==> config.mk <==
export PLATFORM = sky130hd
export DESIGN_NAME = twoa_div
export DESIGN_NICKNAME = d
export VERILOG_FILES = /design/src/design/twoa_pkg.sv /design/src/design/twoa_div.sv
export SDC_FILE = /design/constraint.sdc
export NUM_CORES = 1
export LEC_CHECK = 0
export BUFFER_PORTS_ARGS = -buffer_cell sky130_fd_sc_hd__buf_4
export CAP_MARGIN = 20
export CORE_MARGIN = 2
export CORE_UTILIZATION = 40
export CTS_BUF_LIST = sky130_fd_sc_hd__clkbuf_4 sky130_fd_sc_hd__clkbuf_8
export DETAILED_ROUTE_END_ITERATION = 7
export HOLD_SLACK_MARGIN = 0.15
export SYNTH_ARGS = -nofsm -noshare
export SYNTH_HDL_FRONTEND = slang
export SYNTH_SLANG_ARGS = --single-unit
==> constraint.sdc <==
create_clock -name clk -period 3.23 [get_ports clk]
set_input_delay 0.323 -clock clk [delete_from_list [all_inputs] [get_ports clk]]
set_output_delay 0.323 -clock clk [all_outputs]
set_load 0.05 [all_outputs]
==> src/design/twoa_pkg.sv <==
`timescale 1ns / 1ps
package twoa_pkg;

  localparam int NUM_CPUS_DEF    = 8;
  localparam int COUNT_WIDTH_DEF = 16;
  localparam int DIV_STEPS       = 64;
  localparam logic [30:0] AVG_MAX = 31'h7fff_ffff;

  typedef enum logic [2:0] {
    ST_IDLE,
    ST_ELAP,
    ST_MUL,
    ST_ACC,
    ST_WB,
    ST_DIV
  } state_t;

  typedef enum logic [1:0] {
    CLS_RUN    = 2'd0,
    CLS_BIG    = 2'd1,
    CLS_IOWAIT = 2'd2
  } cls_t;

  typedef struct packed {
    logic        req_type;
    logic [2:0]  cpu_index;
    logic [15:0] count_delta;
    logic        is_increment;
    logic [63:0] timestamp;
    logic [15:0] big_count;
    logic [15:0] iowait_count;
  } in_item_t;

  typedef struct packed {
    logic        is_query_result;
    logic [30:0] run_avg;
    logic [30:0] big_avg;
    logic [30:0] iow_avg;
    logic        count_underflow;
  } out_item_t;

endpackage

==> src/design/twoa_div.sv <==
`timescale 1ns / 1ps
module twoa_div (
  input  logic        clk,
  input  logic        rst_n,
  input  logic        start,
  input  logic [63:0] dividend,
  input  logic [63:0] divisor,
  output logic        done,
  output logic [30:0] quot
);

  logic        run_r;
  logic        done_r;
  logic [5:0]  cnt_r;
  logic [63:0] q_r;
  logic [63:0] rem_r;
  logic [64:0] sh;
  logic [64:0] diff;
  logic        ge;

  assign sh   = {rem_r, q_r[63]};
  assign diff = sh - {1'b0, divisor};
  assign ge   = sh >= {1'b0, divisor};

  always_ff @(posedge clk) begin
    if (!rst_n) begin
      run_r  <= 1'b0;
      done_r <= 1'b0;
      cnt_r  <= '0;
    end else begin
      done_r <= 1'b0;
      if (start) begin
        run_r <= 1'b1;
        cnt_r <= '0;
      end else if (run_r) begin
        cnt_r <= cnt_r + 6'd1;
        if (cnt_r == 6'(twoa_pkg::DIV_STEPS - 1)) begin
          run_r  <= 1'b0;
          done_r <= 1'b1;
        end
      end
    end
  end

  always_ff @(posedge clk) begin
    if (start) begin
      q_r   <= dividend;
      rem_r <= '0;
    end else if (run_r) begin
      q_r   <= {q_r[62:0], ge};
      rem_r <= ge ? diff[63:0] : sh[63:0];
    end
  end

  assign done = done_r;
  assign quot = (|q_r[63:31]) ? twoa_pkg::AVG_MAX : q_r[30:0];

endmodule

==> impl_results.md <==
- Status: finished clean
- Number of cell rows: 59
- RSZ-0062 raised after global routing: yes
- Pins Over Slew Limit: 0
- Post-synth top area cell: edfxtp_1
- Post-Synth XOR/XNOR Area: 0.0428
- Worst setup margin: approximately 100 ps
- CORE AREA: 0.0258 mm²
- Adder-cell area share of the yosys netlist: 0.0798
- Tmin final: 3130 ps
- Post-synth EDFFs: 64
- Element type at the critical path end: flop
- Syn_area_per_cell: 8.51 µm²
- Vias: 10,200
- Placed cells: around 1,800
- Placed Area: 0.0129 mm²
- Yosys warnings: 0
- Global Route Usage Sum: 0.224
- Pwr Total: 5220 µW
- WP data required: ~3600 ps
- Post-layout nets: 1,735
- Placed wire-length estimate: 23,400 µm
- Clock power share: 0.293
- Antenna viol nets, final: 0
- # IOs: 163
- Die height: 166 µm
- Compound-cell area share of the yosys netlist: 0.226
- Longest Clk Path Bufs: 2
- Non-filler instance count after layout: around 1,900
- Htree depth: 4
- Arr. time, crit path: ~3500 ps
- Simple logic cell fraction of the synthesized area: 0.179
- Vias in the first global route: 10,200
- Slew headroom: 0.588
- DR WL/cell: 16.7 µm
- Clock latency on the worst-skew pair: 470 ps
- Cell Pwr Density: about 370 mW/mm²
- Yosys top cell area share: 0.184
- Post-synthesis sequential area ratio: 0.322
- Layout area overhead: 35.0%
- Worst setup SP type: flop
- Finish-stage setup viols: 0
- Worst slack at placement: -84.5 ps
- IO Port Bufs: around 160
- Cell count after synthesis: 1,228
- Internal power: 3430 µW
- Number of distinct library cells after synthesis: 76
- WS Path Type: flop to flop
- Synthesized flop and latch total: 136
- Filler cells: 2,393
- Final Hold Viols: 0
- Global route overflow: 0
- HP Class: primary input to flop
- Initial antenna violation count: 0
- Layout cells sized above 1: 0.297
- Least-Margin Pin Slew: 618 ps
- Psw: roughly 1800 µW
- Final worst-path cycle share: 0.968
- Netlist Area Pre-Place: 0.0104 mm²
- Main area contributors after synthesis: edfxtp_1, dfxtp_1, ha_1
- Reg power frac: 0.396
- N_diodes: 0
- Residual DRC: 0
- Crit path max fanout: 8
- Routability cong.: approximately 0.90
- Post-route cell area: 0.0141 mm²
- Worst-path clk slew: roughly 100 ps
- Die width: 166 µm
- Post-synthesis mux area share: 0.0940
- Max Cap Violations: 0
- Sw frac: 0.342
- First drt pass iteration count: 5
- CTS sink cnt: ~140
- Largest family of logic cells by synthesized area: compound AO/OA/AOI/OAI gates
- Syn nets: 1,425
- DR iter-0 viols: 580
- Peak supply drop: 281 µV
- CTS Buf Count: 17
- Clock Skew: 19.3 ps
- Dominant synthesized flop cell: dfxtp_1
- Routed WL: roughly 31,000 µm
- Sequential cell area: approximately 0.0034 mm²
- P_leak: 0.00606 µW
- Root buf cell: clkbuf_8
- CTS tree: built
- FMAX: 320 MHz
- Vias per std cell: 5.40
- Comb power frac: 0.311
- Largest net degree at the start of global routing: 60
- Full die area: between 0.02 and 0.03 mm²
- Fraction of registers with async set/reset: 0
- First-pass GRT wire length: ~50,000 µm
- Area of the multi-input gates: between 0.006 and 0.007 mm²
- Initial Utilization: 0.404
-- cell type report --
class                   count  share of cell area
clock inverters            15              0.0121
inverters                  81              0.0216
flip-flops and latches    136               0.239
multi-input cells         945               0.478
clock buffers              17              0.0166
well taps                 335              0.0297
repair buffers            357               0.204
-- cell families after synthesis --
group                    count (synthesis)
AND/OR/NAND/NOR                        384
adder cells (fa/ha/maj)                 66
flip-flops                             136
XOR/XNOR                                51
AO/OA/AOI/OAI                          355
multiplexers                            89
buffers and inverters                  147
-- metrics by stage --
stage / util / TNS [ps] / hold slack (ps)
6_report: 0.546 / 0 / 178
5_1_grt: 0.546 / -3.97 / 152
4_1_cts: 0.535 / 0 / 150
3_5_place_dp: 0.499 / -361 / 478
3_3_place_gp: 0.499 / -82.3 / 469
2_1_floorplan: - / 0 / 451
-- cell usage after synthesis (19+ instances only) --
| library cell | count |
|---|---|
| nor3_1 | 27 |
| mux2i_1 | 19 |
| nand2b_1 | 41 |
| edfxtp_1 | 64 |
| mux2_2 | 67 |
| o21ai_0 | 39 |
| xor2_1 | 22 |
| a21oi_1 | 114 |
| a21o_1 | 39 |
| clkbuf_1 | 53 |
| nor2_1 | 119 |
| dfxtp_1 | 72 |
| a211oi_1 | 48 |
| inv_1 | 81 |
| xnor2_1 | 29 |
| nand4_1 | 22 |
| ha_1 | 65 |
| nand2_1 | 84 |
| nand3_1 | 20 |
-- power by group through the flow --
stage	registers, µW	logic (µW)	clock network (µW)
4_1_cts	2060	1560	1570
3_5_place_dp	2100	1500	0
3_3_place_gp	2090	1490	0
6_report	2070	1620	1530
2_1_floorplan	2060	959	0
5_1_grt	2090	1780	1630
-- worst paths after layout --
kind	depth (start not counted)	end	start	slack [ps]
hold / removal	2	q_r[6]	dividend[6]	180
setup / recovery	12	rem_r[62]	rem_r[33]	100
setup reg to reg	12	rem_r[62]	rem_r[33]	100
hold reg to reg	2	rem_r[58]	rem_r[58]	480
-- metal layers --
metal | vias up | GRT usage | routed length [µm]
li1 | 5095 | - | -
met1 | 4780 | 0.293 | 14200
met2 | 273 | 0.380 | 15000
met3 | 40 | 0.0464 | 1830
met4 | 0 | 0.0510 | 418
met5 | - | 0 | 0
-- placed cells by master (no fill, tap or decap), types with 13 or more instances in the layout --
cell type and instances:
buf_4 298, nor2_1 118, a21oi_1 109, nand2_1 83, inv_1 81, dfxtp_1 70, mux2_2 67, edfxtp_1 64
ha_1 55, dlygate4sd3_1 52, a211oi_1 46, nand2b_1 41, a21o_1 38, o21ai_0 34, xnor2_1 29, nor3_1 24
nand4_1 22, xor2_1 22, nand3_1 20, mux2i_1 19, clkbuf_8 17, and3_1 16, o21a_1 16, o21ai_1 14
o21bai_1 13
-- timing repair --
| action | CTS | global route |
|---|---|---|
| buffers inserted | 0 | 5 |
| gates cloned | 0 | 0 |
| pin swaps | 1 | 14 |
| endpoints found under the hold margin | 52 | 0 |
| hold buffers | 52 | 0 |
| setup endpoints to repair | 1 | 62 |
| resized for setup | 0 | 50 |
-- flip-flops by register name, summed over array words and instances, names as in the netlist --
register	count
rem_r	64
done	1
run_r	1
q_r	64
cnt_r	6
-- worst max-delay path, cell delays in order, from the launching register on --
cell      delay, ps
dfxtp_1         320
ha_1            300
a21oi_1         210
o21ai_1         110
a221o_1         380
o21bai_2        220
o32ai_2         350
a211o_1         220
a21oi_4          90
buf_6           160
and2_1          150
mux2_4          270
o32ai_2         250
Note: power is estimated with default switching activity, not from simulation.
